`src/assert_macros.svh`:
```
// ---------------------------------------------------------------------------
// Assertion macros
// Shared concurrent assertion forms for the byte stream parser.
// ---------------------------------------------------------------------------
`ifndef ASSERT_MACROS_SVH
`define ASSERT_MACROS_SVH

// same-cycle implication
`define ASSERT_IMPLIES(label, clk, rst, ante, cons, msg) \
   label: assert property (@(posedge clk) disable iff (rst) (ante) |-> (cons)) else $error(msg);

// next-cycle implication
`define ASSERT_NEXT(label, clk, rst, ante, cons, msg) \
   label: assert property (@(posedge clk) disable iff (rst) (ante) |=> (cons)) else $error(msg);

`endif

```
`src/bsp_pkg.sv`:
```
// ---------------------------------------------------------------------------
// Byte stream parser package
// Types, codes and constants shared by the parser modules.
// ---------------------------------------------------------------------------
`default_nettype none

package bsp_pkg;

   localparam logic [2:0] MODE_HEADER  = 3'd0;
   localparam logic [2:0] MODE_PALETTE = 3'd1;
   localparam logic [2:0] MODE_IMAGE   = 3'd2;
   localparam logic [2:0] MODE_DONE    = 3'd3;
   localparam logic [2:0] MODE_ERROR   = 3'd4;

   localparam logic [1:0] KIND_INFO    = 2'd0;
   localparam logic [1:0] KIND_PALETTE = 2'd1;
   localparam logic [1:0] KIND_IMAGE   = 2'd2;
   localparam logic [1:0] KIND_ERROR   = 2'd3;

   localparam logic [1:0] ERR_SIGNATURE   = 2'd0;
   localparam logic [1:0] ERR_HEADER_SIZE = 2'd1;
   localparam logic [1:0] ERR_COMPRESSED  = 2'd2;

   localparam logic [1:0] VAR_WIN    = 2'd0;
   localparam logic [1:0] VAR_OS2_V1 = 2'd1;
   localparam logic [1:0] VAR_OS2_V2 = 2'd2;

   localparam logic [7:0]  SIG_B        = 8'h42;
   localparam logic [7:0]  SIG_M        = 8'h4D;
   localparam logic [31:0] HDR_SIZE_WIN = 32'd40;
   localparam logic [31:0] HDR_SIZE_V1  = 32'd12;
   localparam logic [31:0] HDR_SIZE_V2  = 32'd64;

   typedef struct packed {
      logic [1:0]  kind;
      logic [31:0] number;
      logic [31:0] image_height;
      logic [15:0] bit_depth;
      logic [1:0]  header_variant;
      logic [8:0]  color_count;
      logic [7:0]  red;
      logic [7:0]  green;
      logic [7:0]  blue;
      logic [7:0]  data_byte;
      logic        row_end;
      logic [1:0]  error_code;
   } rsp_word_type;

   typedef struct packed {
      logic        load;
      logic [31:0] width;
      logic [15:0] depth;
   } calc_req_type;

   function automatic logic [8:0] colors_of(input logic [15:0] depth);
      logic [8:0] cc;
      cc = '0;
      if (depth <= 16'd8) begin
         cc = 9'd1 << depth[3:0];
      end
      return cc;
   endfunction

endpackage

`default_nettype wire

```
`src/bsp_stream_if.sv`:
```
// ---------------------------------------------------------------------------
// Byte stream parser channels
// Valid/ready channels for input bytes and result words.
// ---------------------------------------------------------------------------
`default_nettype none

interface bsp_req_if;
   logic       valid;
   logic       ready;
   logic [7:0] data_in;

   modport source (output valid, output data_in, input ready);
   modport sink   (input valid, input data_in, output ready);
endinterface

interface bsp_rsp_if;
   logic        valid;
   logic        ready;
   logic [1:0]  kind;
   logic [31:0] number;
   logic [31:0] image_height;
   logic [15:0] bit_depth;
   logic [1:0]  header_variant;
   logic [8:0]  color_count;
   logic [7:0]  red;
   logic [7:0]  green;
   logic [7:0]  blue;
   logic [7:0]  data_byte;
   logic        row_end;
   logic [1:0]  error_code;

   modport source (output valid, output kind, output number, output image_height,
                   output bit_depth, output header_variant, output color_count,
                   output red, output green, output blue, output data_byte,
                   output row_end, output error_code, input ready);
   modport sink   (input valid, input kind, input number, input image_height,
                   input bit_depth, input header_variant, input color_count,
                   input red, input green, input blue, input data_byte,
                   input row_end, input error_code, output ready);
endinterface

`default_nettype wire

```
`src/bsp_row_calc.sv`:
```
// ---------------------------------------------------------------------------
// Row size calculator
// Registered width by depth product and padded row size in bytes.
// ---------------------------------------------------------------------------
`default_nettype none

module bsp_row_calc (
   input  wire logic                 clock,
   input  wire logic                 reset,
   input  wire bsp_pkg::calc_req_type calc,
   output logic [31:0]               padded_row_bytes,
   output logic                      busy
);
   import bsp_pkg::*;

   logic [47:0] prod_ff;
   logic [47:0] prod_in;
   logic [31:0] padded_ff;
   logic [31:0] padded_in;
   logic        busy_ff;
   logic [43:0] quads;

   // four bytes per 32 bits, rounded up
   always_comb begin
      prod_in = calc.load ? (48'(calc.width) * 48'(calc.depth)) : prod_ff;
      quads   = {1'b0, prod_ff[47:5]} + 44'(|prod_ff[4:0]);
      if (|quads[43:30]) begin
         padded_in = 32'hFFFF_FFFC;
      end else begin
         padded_in = {quads[29:0], 2'b00};
      end
   end

   always_ff @(posedge clock) begin
      if (reset) begin
         prod_ff   <= '0;
         padded_ff <= '0;
         busy_ff   <= 1'b0;
      end else begin
         prod_ff   <= prod_in;
         padded_ff <= padded_in;
         busy_ff   <= calc.load;
      end
   end

   assign padded_row_bytes = padded_ff;
   assign busy             = busy_ff;

endmodule

`default_nettype wire

```
`src/bsp_core.sv`:
```
// ---------------------------------------------------------------------------
// Parser core
// Header field assembly, palette and image row tracking per input word.
// ---------------------------------------------------------------------------
`default_nettype none

module bsp_core (
   input  wire logic                  clock,
   input  wire logic                  reset,
   input  wire logic                  accept,
   input  wire logic [7:0]            data_in,
   input  wire logic [31:0]           padded_row_bytes,
   output logic                       emit,
   output bsp_pkg::rsp_word_type      word,
   output bsp_pkg::calc_req_type      calc,
   output logic [2:0]                 mode
);
   import bsp_pkg::*;

   localparam logic [6:0] P_SIG0   = 7'd0;
   localparam logic [6:0] P_SIG1   = 7'd1;
   localparam logic [6:0] P_HSIZE  = 7'd17;
   localparam logic [6:0] P_V1_W   = 7'd19;
   localparam logic [6:0] P_V1_H   = 7'd21;
   localparam logic [6:0] P_V1_D   = 7'd25;
   localparam logic [6:0] P_W      = 7'd21;
   localparam logic [6:0] P_H      = 7'd25;
   localparam logic [6:0] P_D      = 7'd29;
   localparam logic [6:0] P_COMP   = 7'd33;
   localparam logic [6:0] P_END_W  = 7'd53;
   localparam logic [6:0] P_END_V2 = 7'd77;
   localparam logic [6:0] P_MAX    = 7'd127;

   logic [2:0]  mode_ff, mode_in;
   logic [6:0]  pos_ff, pos_in;
   logic [31:0] field_ff, field_in;
   logic [1:0]  variant_ff, variant_in;
   logic [31:0] width_ff, width_in;
   logic [31:0] height_ff, height_in;
   logic [15:0] depth_ff, depth_in;
   logic [8:0]  pal_idx_ff, pal_idx_in;
   logic [1:0]  phase_ff, phase_in;
   logic [15:0] saved_ff, saved_in;
   logic [31:0] row_bytes_ff, row_bytes_in;
   logic [31:0] row_count_ff, row_count_in;

   logic [31:0] field_next;
   logic        finish;
   logic        err;
   logic [1:0]  err_code;
   logic [8:0]  fin_colors;
   logic [8:0]  idx_inc;
   logic        last;

   always_comb begin
      mode_in      = mode_ff;
      pos_in       = pos_ff;
      field_in     = field_ff;
      variant_in   = variant_ff;
      width_in     = width_ff;
      height_in    = height_ff;
      depth_in     = depth_ff;
      pal_idx_in   = pal_idx_ff;
      phase_in     = phase_ff;
      saved_in     = saved_ff;
      row_bytes_in = row_bytes_ff;
      row_count_in = row_count_ff;
      field_next   = {data_in, field_ff[31:8]};
      finish       = 1'b0;
      err          = 1'b0;
      err_code     = ERR_SIGNATURE;
      emit         = 1'b0;
      word         = '0;
      idx_inc      = pal_idx_ff + 9'd1;
      last         = ({1'b0, row_bytes_ff} + 33'd1) >= {1'b0, padded_row_bytes};

      if (accept) begin
         unique case (mode_ff)
            MODE_HEADER: begin
               field_in = field_next;
               if (pos_ff != P_MAX) begin
                  pos_in = pos_ff + 7'd1;
               end
               if ((pos_ff == P_SIG0 && data_in != SIG_B) ||
                   (pos_ff == P_SIG1 && data_in != SIG_M)) begin
                  err      = 1'b1;
                  err_code = ERR_SIGNATURE;
               end else if (pos_ff == P_HSIZE) begin
                  if (field_next == HDR_SIZE_WIN) begin
                     variant_in = VAR_WIN;
                  end else if (field_next == HDR_SIZE_V1) begin
                     variant_in = VAR_OS2_V1;
                  end else if (field_next == HDR_SIZE_V2) begin
                     variant_in = VAR_OS2_V2;
                  end else begin
                     err      = 1'b1;
                     err_code = ERR_HEADER_SIZE;
                  end
               end else if (pos_ff > P_HSIZE) begin
                  if (variant_ff == VAR_OS2_V1) begin
                     if (pos_ff == P_V1_W) begin
                        width_in = {16'd0, field_next[31:16]};
                     end else if (pos_ff == P_V1_H) begin
                        height_in = {16'd0, field_next[31:16]};
                     end else if (pos_ff == P_V1_D) begin
                        depth_in = field_next[31:16];
                        finish   = 1'b1;
                     end
                  end else begin
                     if (pos_ff == P_W) begin
                        width_in = field_next;
                     end else if (pos_ff == P_H) begin
                        height_in = field_next;
                     end else if (pos_ff == P_D) begin
                        depth_in = field_next[31:16];
                     end else if (pos_ff == P_COMP) begin
                        if (field_next != 32'd0) begin
                           err      = 1'b1;
                           err_code = ERR_COMPRESSED;
                        end
                     end else if (pos_ff == ((variant_ff == VAR_WIN) ? P_END_W : P_END_V2)) begin
                        finish = 1'b1;
                     end
                  end
               end
            end
            MODE_PALETTE: begin
               case (phase_ff)
                  2'd0: begin
                     saved_in = {8'd0, data_in};
                     phase_in = 2'd1;
                  end
                  2'd1: begin
                     saved_in = {data_in, saved_ff[7:0]};
                     phase_in = 2'd2;
                  end
                  2'd2: begin
                     emit        = 1'b1;
                     word.kind   = KIND_PALETTE;
                     word.number = {23'd0, pal_idx_ff};
                     word.red    = data_in;
                     word.green  = saved_ff[15:8];
                     word.blue   = saved_ff[7:0];
                     phase_in    = 2'd3;
                  end
                  default: ;
               endcase
               // advance to the next entry
               if ((phase_ff == 2'd2 && variant_ff == VAR_OS2_V1) || phase_ff == 2'd3) begin
                  phase_in   = 2'd0;
                  pal_idx_in = idx_inc;
                  if (idx_inc >= colors_of(depth_ff)) begin
                     row_bytes_in = '0;
                     row_count_in = '0;
                     mode_in = (height_ff == 32'd0 || padded_row_bytes == 32'd0) ?
                               MODE_DONE : MODE_IMAGE;
                  end
               end
            end
            MODE_IMAGE: begin
               emit           = 1'b1;
               word.kind      = KIND_IMAGE;
               word.number    = row_count_ff;
               word.data_byte = data_in;
               word.row_end   = last;
               if (last) begin
                  row_bytes_in = '0;
                  row_count_in = row_count_ff + 32'd1;
                  if (row_count_in >= height_ff) begin
                     mode_in = MODE_DONE;
                  end
               end else begin
                  row_bytes_in = row_bytes_ff + 32'd1;
               end
            end
            default: ;
         endcase
      end

      fin_colors = colors_of(depth_in);
      if (finish) begin
         emit                = 1'b1;
         word.kind           = KIND_INFO;
         word.number         = width_ff;
         word.image_height   = height_ff;
         word.bit_depth      = depth_in;
         word.header_variant = variant_ff;
         word.color_count    = fin_colors;
         pal_idx_in          = '0;
         phase_in            = 2'd0;
         saved_in            = '0;
         if (fin_colors != 9'd0) begin
            mode_in = MODE_PALETTE;
         end else begin
            row_bytes_in = '0;
            row_count_in = '0;
            mode_in = (height_ff == 32'd0 || width_ff == 32'd0 || depth_in == 16'd0) ?
                      MODE_DONE : MODE_IMAGE;
         end
      end

      if (err) begin
         emit            = 1'b1;
         word            = '0;
         word.kind       = KIND_ERROR;
         word.error_code = err_code;
         mode_in         = MODE_ERROR;
      end

      calc.load  = finish;
      calc.width = width_ff;
      calc.depth = depth_in;
   end

   always_ff @(posedge clock) begin
      if (reset) begin
         mode_ff      <= MODE_HEADER;
         pos_ff       <= '0;
         field_ff     <= '0;
         variant_ff   <= VAR_WIN;
         width_ff     <= '0;
         height_ff    <= '0;
         depth_ff     <= '0;
         pal_idx_ff   <= '0;
         phase_ff     <= '0;
         saved_ff     <= '0;
         row_bytes_ff <= '0;
         row_count_ff <= '0;
      end else begin
         mode_ff      <= mode_in;
         pos_ff       <= pos_in;
         field_ff     <= field_in;
         variant_ff   <= variant_in;
         width_ff     <= width_in;
         height_ff    <= height_in;
         depth_ff     <= depth_in;
         pal_idx_ff   <= pal_idx_in;
         phase_ff     <= phase_in;
         saved_ff     <= saved_in;
         row_bytes_ff <= row_bytes_in;
         row_count_ff <= row_count_in;
      end
   end

   assign mode = mode_ff;

endmodule

`default_nettype wire

```
`src/bmp_stream_parser_top.sv`:
```
// Latency: a result word appears in the cycle after its input word is accepted.
// Throughput: one input word per cycle unless the output or the row calculator stalls
// it; the output register takes a new word while the previous one drains. After the
// last header word the input pauses while the registered width-by-depth multiplier sets the row size.
// Reset: synchronous, active high; returns to header parsing with all counters clear.
// ---------------------------------------------------------------------------
// BMP byte stream parser
// Header decode, palette entries and padded image rows from a byte stream.
// ---------------------------------------------------------------------------
`default_nettype none
`include "assert_macros.svh"

module bmp_stream_parser_top (
   input  wire logic  clock,
   input  wire logic  reset,
   bsp_req_if.sink    req_ch,
   bsp_rsp_if.source  rsp_ch
);
   import bsp_pkg::*;

   logic         accept;
   logic         emit;
   rsp_word_type word;
   calc_req_type calc;
   logic [2:0]   mode;
   logic [31:0]  padded_row_bytes;
   logic         busy;

   logic         out_valid_ff, out_valid_in;
   rsp_word_type out_word_ff, out_word_in;

   assign req_ch.ready = !busy && (!out_valid_ff || rsp_ch.ready);
   assign accept       = req_ch.valid && req_ch.ready;

   bsp_core u_core (
      .clock            (clock),
      .reset            (reset),
      .accept           (accept),
      .data_in          (req_ch.data_in),
      .padded_row_bytes (padded_row_bytes),
      .emit             (emit),
      .word             (word),
      .calc             (calc),
      .mode             (mode)
   );

   bsp_row_calc u_row_calc (
      .clock            (clock),
      .reset            (reset),
      .calc             (calc),
      .padded_row_bytes (padded_row_bytes),
      .busy             (busy)
   );

   always_comb begin
      out_word_in  = out_word_ff;
      out_valid_in = out_valid_ff && !rsp_ch.ready;
      if (accept && emit) begin
         out_word_in  = word;
         out_valid_in = 1'b1;
      end
   end

   always_ff @(posedge clock) begin
      if (reset) begin
         out_valid_ff <= 1'b0;
      end else begin
         out_valid_ff <= out_valid_in;
      end
      out_word_ff <= out_word_in;
   end

   assign rsp_ch.valid          = out_valid_ff;
   assign rsp_ch.kind           = out_word_ff.kind;
   assign rsp_ch.number         = out_word_ff.number;
   assign rsp_ch.image_height   = out_word_ff.image_height;
   assign rsp_ch.bit_depth      = out_word_ff.bit_depth;
   assign rsp_ch.header_variant = out_word_ff.header_variant;
   assign rsp_ch.color_count    = out_word_ff.color_count;
   assign rsp_ch.red            = out_word_ff.red;
   assign rsp_ch.green          = out_word_ff.green;
   assign rsp_ch.blue           = out_word_ff.blue;
   assign rsp_ch.data_byte      = out_word_ff.data_byte;
   assign rsp_ch.row_end        = out_word_ff.row_end;
   assign rsp_ch.error_code     = out_word_ff.error_code;

   `ASSERT_IMPLIES(a_image_row_size, clock, reset, (mode == MODE_IMAGE && !busy), (padded_row_bytes != 32'd0), "image mode with zero row size")
   `ASSERT_NEXT(a_error_sticks, clock, reset, (accept && emit && word.kind == KIND_ERROR), (mode == MODE_ERROR), "error word without error mode")
   `ASSERT_IMPLIES(a_quiet_when_over, clock, reset, (mode == MODE_DONE || mode == MODE_ERROR), (!emit), "result emitted after end of stream")

endmodule

`default_nettype wire

```
`src/flat_wrapper.sv`:
```
// flat-port wrapper written by rule: the top's interface ports become plain ports
module bmp_stream_parser_top_flat import bsp_pkg::*;
  (clock, reset, req_ch_valid, req_ch_data_in, req_ch_ready, rsp_ch_valid, rsp_ch_kind, rsp_ch_number, rsp_ch_image_height, rsp_ch_bit_depth, rsp_ch_header_variant, rsp_ch_color_count, rsp_ch_red, rsp_ch_green, rsp_ch_blue, rsp_ch_data_byte, rsp_ch_row_end, rsp_ch_error_code, rsp_ch_ready);
  bsp_req_if req_ch_i ();
  bsp_rsp_if rsp_ch_i ();
  input  wire logic clock;
  input  wire logic reset;
  input wire logic [$bits(req_ch_i.valid)-1:0] req_ch_valid;
  input wire logic [$bits(req_ch_i.data_in)-1:0] req_ch_data_in;
  output wire logic [$bits(req_ch_i.ready)-1:0] req_ch_ready;
  output wire logic [$bits(rsp_ch_i.valid)-1:0] rsp_ch_valid;
  output wire logic [$bits(rsp_ch_i.kind)-1:0] rsp_ch_kind;
  output wire logic [$bits(rsp_ch_i.number)-1:0] rsp_ch_number;
  output wire logic [$bits(rsp_ch_i.image_height)-1:0] rsp_ch_image_height;
  output wire logic [$bits(rsp_ch_i.bit_depth)-1:0] rsp_ch_bit_depth;
  output wire logic [$bits(rsp_ch_i.header_variant)-1:0] rsp_ch_header_variant;
  output wire logic [$bits(rsp_ch_i.color_count)-1:0] rsp_ch_color_count;
  output wire logic [$bits(rsp_ch_i.red)-1:0] rsp_ch_red;
  output wire logic [$bits(rsp_ch_i.green)-1:0] rsp_ch_green;
  output wire logic [$bits(rsp_ch_i.blue)-1:0] rsp_ch_blue;
  output wire logic [$bits(rsp_ch_i.data_byte)-1:0] rsp_ch_data_byte;
  output wire logic [$bits(rsp_ch_i.row_end)-1:0] rsp_ch_row_end;
  output wire logic [$bits(rsp_ch_i.error_code)-1:0] rsp_ch_error_code;
  input wire logic [$bits(rsp_ch_i.ready)-1:0] rsp_ch_ready;
  assign req_ch_i.valid = req_ch_valid;
  assign req_ch_i.data_in = req_ch_data_in;
  assign req_ch_ready = req_ch_i.ready;
  assign rsp_ch_valid = rsp_ch_i.valid;
  assign rsp_ch_kind = rsp_ch_i.kind;
  assign rsp_ch_number = rsp_ch_i.number;
  assign rsp_ch_image_height = rsp_ch_i.image_height;
  assign rsp_ch_bit_depth = rsp_ch_i.bit_depth;
  assign rsp_ch_header_variant = rsp_ch_i.header_variant;
  assign rsp_ch_color_count = rsp_ch_i.color_count;
  assign rsp_ch_red = rsp_ch_i.red;
  assign rsp_ch_green = rsp_ch_i.green;
  assign rsp_ch_blue = rsp_ch_i.blue;
  assign rsp_ch_data_byte = rsp_ch_i.data_byte;
  assign rsp_ch_row_end = rsp_ch_i.row_end;
  assign rsp_ch_error_code = rsp_ch_i.error_code;
  assign rsp_ch_i.ready = rsp_ch_ready;
  bmp_stream_parser_top u_core (.clock(clock), .reset(reset), .req_ch(req_ch_i), .rsp_ch(rsp_ch_i));
endmodule
```
`config.mk`:
```
export PLATFORM = sky130hd
export DESIGN_NAME = bmp_stream_parser_top_flat
export DESIGN_NICKNAME = d
export VERILOG_FILES = /design/src/bsp_pkg.sv /design/src/bsp_stream_if.sv /design/src/bsp_row_calc.sv /design/src/bsp_core.sv /design/src/bmp_stream_parser_top.sv /design/src/flat_wrapper.sv
export VERILOG_INCLUDE_DIRS = /design/src /design/src/src
export SDC_FILE = /design/constraint.sdc
export NUM_CORES = 2
export LEC_CHECK = 0
export BUFFER_PORTS_ARGS = -buffer_cell sky130_fd_sc_hd__buf_2
export CORE_UTILIZATION = 30
export DETAILED_ROUTE_END_ITERATION = 12
export GPL_TIMING_DRIVEN = 0
export MAX_ROUTING_LAYER = met4
export PLACE_DENSITY = 0.42
export SLEW_MARGIN = 25
export SYNTH_ARGS = -nofsm -noshare
export SYNTH_HDL_FRONTEND = slang
export SYNTH_SLANG_ARGS = --single-unit
```
`constraint.sdc`:
```
create_clock -name clock -period 13.73 [get_ports clock]
set_input_delay 2.746 -clock clock [delete_from_list [all_inputs] [get_ports clock]]
set_output_delay 2.746 -clock clock [all_outputs]
set_load 0.01 [all_outputs]
```
Word-level counts from Yosys, hierarchy flattened
Index checks and enable logic that the tools add are counted.
{"block": "totals", "ff_bits": 425, "output_inout_bits": 130}
{"block": "op_classes", "addsub": 6, "mul": 1, "magnitude_cmp": 6, "eq_ne": 32, "shift": 2, "n_mux": 107, "bitwise": 10, "n_reduce_logical": 54}
{"operator": "two-way mux 32 bit", "n": 21}
{"operator": "two-way mux 16 bit", "n": 12}
{"operator": "case mux 32 bit (2 select lines)", "n": 2}
{"operator": "zero test 32 bit", "n": 3}
{"operator": "two-way mux 93 bit", "n": 1}
{"operator": "case mux 34 bit (2 select lines)", "n": 1}
{"operator": "adder 32 x 1 -> 32 bit, second input constant", "n": 2}
{"operator": "multiplier 32 x 16 -> 48 bit", "n": 1}
{"operator": "two-way mux 9 bit", "n": 5}
{"operator": "adder 43 x 1 -> 44 bit", "n": 1}
{"operator": "two-way mux 1 bit", "n": 38}
{"operator": "equality test 7 x 5 -> 1 bit, second input constant", "n": 5}
{"operator": "two-way mux 34 bit", "n": 1}
{"operator": "adder 32 x 1 -> 33 bit, second input constant", "n": 1}
{"operator": "greater-or-equal comparator 33 x 32 -> 1 bit", "n": 1}
{"operator": "two-way mux 33 bit", "n": 1}
{"operator": "equality test 32 x 4 -> 1 bit, second input constant", "n": 1}
{"operator": "equality test 32 x 6 -> 1 bit, second input constant", "n": 1}
{"operator": "equality test 32 x 7 -> 1 bit, second input constant", "n": 1}
{"operator": "greater-or-equal comparator 32 bit", "n": 1}
{"operator": "less-or-equal comparator 16 x 4 -> 1 bit, second input constant", "n": 2}
{"operator": "case mux 16 bit (2 select lines)", "n": 1}
{"operator": "nonzero test 32 bit", "n": 1}
{"operator": "two-way mux 2 bit", "n": 13}
{"operator": "other kinds (47)", "n": 101}

Longest topological paths before layout
{"block": "depth", "word_depth": 18, "mapped_depth": 33, "mapped_depth_nobuf": 29}

By module
From an unflattened synthesis, not the netlist that was laid out.
{"block": "hier_totals", "cells_unflattened": 4042, "hier_area_um2": 36566.3}
{"module": "bsp_row_calc", "n_inst": 1, "cells_per_inst": 2266, "area_per_inst_um2": 19812.8}
{"module": "bsp_core", "n_inst": 1, "cells_per_inst": 1640, "area_per_inst_um2": 12844.8}
{"module": "bmp_stream_parser_top", "n_inst": 1, "cells_per_inst": 136, "area_per_inst_um2": 3908.7}

Worst setup path before layout
No wires, ideal clock.
{"block": "synth_path", "kind": "input to register", "startpoint": "input rsp_ch_ready", "endpoint": "register u_core.out_word_ff (netlist bit u_core.rsp_ch.bit_depth[0]) (enable)", "setup_time_ps": 660, "t_arrival_ps": 10025, "t_required_ps": 13070, "path_slack_ps": 3045, "stages": 9, "cell_sequence": "nor2b_1 nand4bb_1 buf_2 a21oi_1 and2_1 buf_2 buf_2 nor3_1 a21oi_1"}
{"block": "synth_between", "elab_chain_len": 7, "elab_cells_between_ends": 9}
{"element": "from (decl)", "line": "flat_wrapper.sv:24", "source": "input wire logic [$bits(rsp_ch_i.ready)-1:0] rsp_ch_ready;"}
{"element": "logical OR 1 bit *", "line": "bmp_stream_parser_top.sv:32", "source": "assign req_ch.ready = !busy && (!out_valid_ff || rsp_ch.ready);"}
{"element": "logical AND 1 bit *", "line": "bmp_stream_parser_top.sv:32"}
{"element": "logical AND 1 bit *", "line": "bmp_stream_parser_top.sv:33", "source": "assign accept = req_ch.valid && req_ch.ready;"}
{"element": "two-way mux 1 bit", "line": "bsp_core.sv:77", "source": "if (accept) begin"}
{"element": "two-way mux 1 bit", "line": "bsp_core.sv:181", "source": "if (finish) begin"}
{"element": "two-way mux 1 bit", "line": "bsp_core.sv:202", "source": "if (err) begin"}
{"element": "logical AND 1 bit *", "line": "bmp_stream_parser_top.sv:58", "source": "if (accept && emit) begin"}
{"element": "to (signal assigned)", "line": "bmp_stream_parser_top.sv:70", "source": "out_word_ff <= out_word_in;"}
{"element": "to (decl)", "line": "bmp_stream_parser_top.sv:30", "source": "rsp_word_type out_word_ff, out_word_in;"}
Every way passes the cells marked *; elsewhere a longest branch is shown, timed or not.
A chain may end at the register's enable or synchronous reset.

Worst setup path in the final report
{"block": "layout_path", "startpoint": "input rsp_ch_ready", "endpoint": "register u_core.u_row_calc.prod_ff[44]"}
{"block": "layout_between", "elab_chain_len": 5, "elab_cells_between_ends": 6}
{"element": "logical OR 1 bit *", "line": "bmp_stream_parser_top.sv:32"}
{"element": "logical AND 1 bit *", "line": "bmp_stream_parser_top.sv:32"}
{"element": "logical AND 1 bit *", "line": "bmp_stream_parser_top.sv:33"}
{"element": "two-way mux 16 bit", "line": "bsp_core.sv:77"}
{"element": "multiplier 32 x 16 -> 48 bit", "line": "bsp_row_calc.sv:25", "source": "prod_in = calc.load ? (48'(calc.width) * 48'(calc.depth)) : prod_ff;"}
{"element": "to (signal assigned)", "line": "bsp_row_calc.sv:40", "source": "prod_ff <= prod_in;"}
{"element": "to (decl)", "line": "bsp_row_calc.sv:16", "source": "logic [47:0] prod_ff;"}
Marks and branches as above.

==> impl_results.md <==
- Combinational family with the most area after synthesis: adder cells
- Routed Antenna Nets: 0
- Multiplexer area fraction after synthesis: between 1 and 1.5%
- Initial Util: a little under a third
- Layout Skew: 0.0161 ns
- Post-Synth Adder-Cell Area: 29.9%
- IO Port Bufs: 140
- Leak: approximately 0.017 uW
- Post-synthesis compound-gate area fraction: 10.4%
- Worst-path fanout max: 10
- Slew margin rel.: 23.7%
- Area leader, netlist: fa_1
- Pwr per Cell Area: 70.0 nW/um^2
- IO Count: about 140
- Post-detail-place hpwl: 107000 um
- Number of global-route vias before repair: slightly above 30000
- Clock Tree Buf Depth: 3
- First-pass iteration count of the detailed router: 6
- Core area: 120000 um^2
- CTS tree: built
- Peak Freq: 85.7 MHz
- Min-delay src: u_core.u_row_calc.prod_ff[1]
- Maximum number of pins on one net before global-route repair: 23
- Number of synthesized register bits: ~420
- Post-route minimum period: 11.66 ns
- Placed Cells: 5885
- Hold EP: u_core.u_row_calc.prod_ff[1]
- Synth warn: 0
- EDFF count, synth: 128
- Global Route Usage Sum: 22.7%
- Die area: between 100000 and 150000 um^2
- Hold WC Path Type: register to register
- Sequential share of the synthesized area: 26.3%
- CP Data Required Time: 14.21 ns
- Layout cell share with drive strength beyond 1: 7.36%
- Mapped Area: 36500 um^2
- Inserted Clock Buffers: 46
- Post-CTS sizing: 0
- Finished Core Util: 34.2%
- Worst path max stage delay: 0.64 ns
- Die X: roughly 350 um
- Final setup violation count: 0
- Row count: around 130
- Primary FF master, synth: dfxtp_1
- Status: complete, no violations
- Nets@finish: around 5000
- Synth Area in Simple Gates: 19.7%
- Yosys cell types: 90
- Top cell type's share of synthesized area: a little under a quarter
- Post-synthesis instance total: 4126
- Crit path top cell by count: fa_1
- Antenna violations before repair: 13
- Worst reg2reg path depth: 28
- Post-synth ARST share: 0%
- First-pass GRT wire length: slightly above 200000 um
- Max cap viols: 0
- Start point of the critical path: rsp_ch_ready
- Height of the die: 351 um
- Drt drc: 0
- Via Count: 29600
- Worst-Skew Late Latency: a little over 0.6 ns
- CP Capture Type: register
- Slew @ Worst Pin: 1.14 ns
- Slew Viols, Final: 0
- Leading cell types in the layout, fill and taps excluded: 618 x nand2_1, 564 x inv_1, 418 x fa_1
- Crit share post-route: 85.0%
- RSZ-0062 raised after global routing: false
- Hold path depth: 2
- Root buf cell: clkbuf_16
- CP max stage cell: a221oi_1
- H-tree Lvls: 2
- Crit path launch type: input port
- Synthesis-to-finish area growth: 12.7%
- Fin. Hold Viols: 0
- # clock sinks: 415
- DR WL/cell: between 20 and 25 um
- Commonest non-fill, non-tap cell in the layout: nand2_1
- Drt total wl: 134000 um
- Peak supply drop: ~0.096 mV
- Worst reg2reg startpoint: u_core.rsp_ch.valid
- Setup Fix Bufs, Post-CTS: 0
- Average size of a mapped cell: 8.84 um^2
- CP arrival: 12.14 ns
- Setup CP Type: input port to register
- DRT iter0 DRCs: 2045
- Total gr overflow: 0
- GP Congestion: ~0.9
- Synth Area in XOR/XNOR: 3.51%
- Cts hold-fix bufs: 0
- Top cells by area in the synthesized netlist: fa_1 23%, dfxtp_1 16%, edfxtp_1 11%
- R2R Path End: u_core.u_row_calc.prod_ff[44]
- CTS clock-pin slew for the worst setup and hold paths: 0.06 ns
- Vias/cell: 4.96
- FF-to-FF setup slack: 3.93 ns
- Finished Layout Cells: 5975
- Mapped Nets: 4760
synth_stat cells, types with 7 or more instances:
library cell and n:
a211o_1 7, xor2_1 54, edfxtp_1 128, o211ai_1 25, a22o_1 19, o31ai_1 15, nand4_1 54, nand2_1 618
clkbuf_1 200, ha_1 204, o41ai_1 10, nor2_1 214, a31oi_1 14, o21bai_1 9, nor3_1 41, buf_2 26
a22oi_1 21, nand3_1 94, mux2_2 17, and2_1 242, or3_1 12, nor3b_1 13, a211oi_1 50, nor4_1 51
and3_1 66, nor2b_1 11, a21o_1 35, o21a_1 13, xnor2_1 92, dfxtp_1 287, inv_1 564, a32o_1 21
o21ai_0 66, a21oi_1 232, mux2i_1 35, and4_1 23, buf_1 25, fa_1 418
logic make-up (layout without fill, tap and decap cells):
family | after synthesis | count (layout)
buf+inv | 829 | 1062
compound gates | 584 | 584
flops | 415 | 415
other cells | 0 | 4
fa+ha+maj | 622 | 622
mux | 52 | 52
simple gates | 1478 | 1478
xor+xnor | 146 | 146
metrics by stage:
| step | TNS (ns) | setup slack [ns] | hold WS [ns] | instance area, um^2 | total power (uW) |
|---|---|---|---|---|---|
| after floorplan | 0 | 3.04 | 0.433 | 36500 | 1430 |
| final | 0 | 2.07 | 0.458 | 41100 | 2880 |
| after detailed placement | 0 | 1.48 | 0.448 | 39400 | 1520 |
| after global routing | 0 | 1.76 | 0.483 | 41100 | 2970 |
| after global placement | -222.70 | -1.77 | 0.442 | 39200 | 1520 |
| after CTS | 0 | 2.09 | 0.456 | 41100 | 2910 |
layout make-up:
class	count	area (um^2)
antenna	4	10.0
buffer	264	1080
clock buffer	66	1430
clock inverter	20	264
fill	12700	79200
inverter	565	2120
multi-input combinational	2882	23700
sequential	415	9590
tap	1612	2020
timing repair buffer	147	893
sequential cells by signal (all words and copies together) (netlist names), 24 cells and up:
signal,count
u_core.u_core.row_bytes_ff,32
u_core.u_core.field_ff,24
u_core.rsp_ch.image_height,32
u_core.u_row_calc.padded_row_bytes,30
u_core.u_row_calc.prod_ff,48
u_core.u_core.height_ff,32
u_core.u_core.width_ff,32
u_core.u_core.row_count_ff,32
u_core.rsp_ch.number,32
worst max-delay path, delay by kind of cell:
| family | cells | cell delay (ns) |
|---|---|---|
| adder cells (fa/ha/maj) | 7 | 3.55 |
| AO/OA/AOI/OAI | 8 | 2.69 |
| buffers and inverters | 9 | 1.50 |
| AND/OR/NAND/NOR | 4 | 1.16 |
| multiplexers | 1 | 0.48 |
routing by layer:
layer | track usage, % | share of wire (%) | routed length [um] | vias up
li1 | - | - | - | 13900
met1 | 29.2 | 45 | 59600 | 14800
met2 | 38.0 | 48 | 64200 | 767
met3 | 2.06 | 4.5 | 6080 | 154
met4 | 6.14 | 2.9 | 3860 | 0
met5 | - | 0 | 0 | -
worst max-delay path by stage:
stage	to	slack [ns]	cells past startpoint
6_report	u_core.u_row_calc.prod_ff[44]	2.07	29
5_1_grt	u_core.u_row_calc.prod_ff[44]	1.76	29
4_1_cts	u_core.u_row_calc.prod_ff[44]	2.09	29
3_5_place_dp	u_core.u_row_calc.prod_ff[44]	1.48	29
3_3_place_gp	u_core.rsp_ch.bit_depth[2]	-1.77	10
2_1_floorplan	u_core.rsp_ch.bit_depth[0]	3.04	9
power by group:
group	internal (uW)	total, uW	leakage (uW)	switching, uW
Sequential	1300	1320	0.00348	15.5
Clock	840	1390	0.000829	546
Combinational	53.8	171	0.0128	117
(Power assumes the default switching activity.)
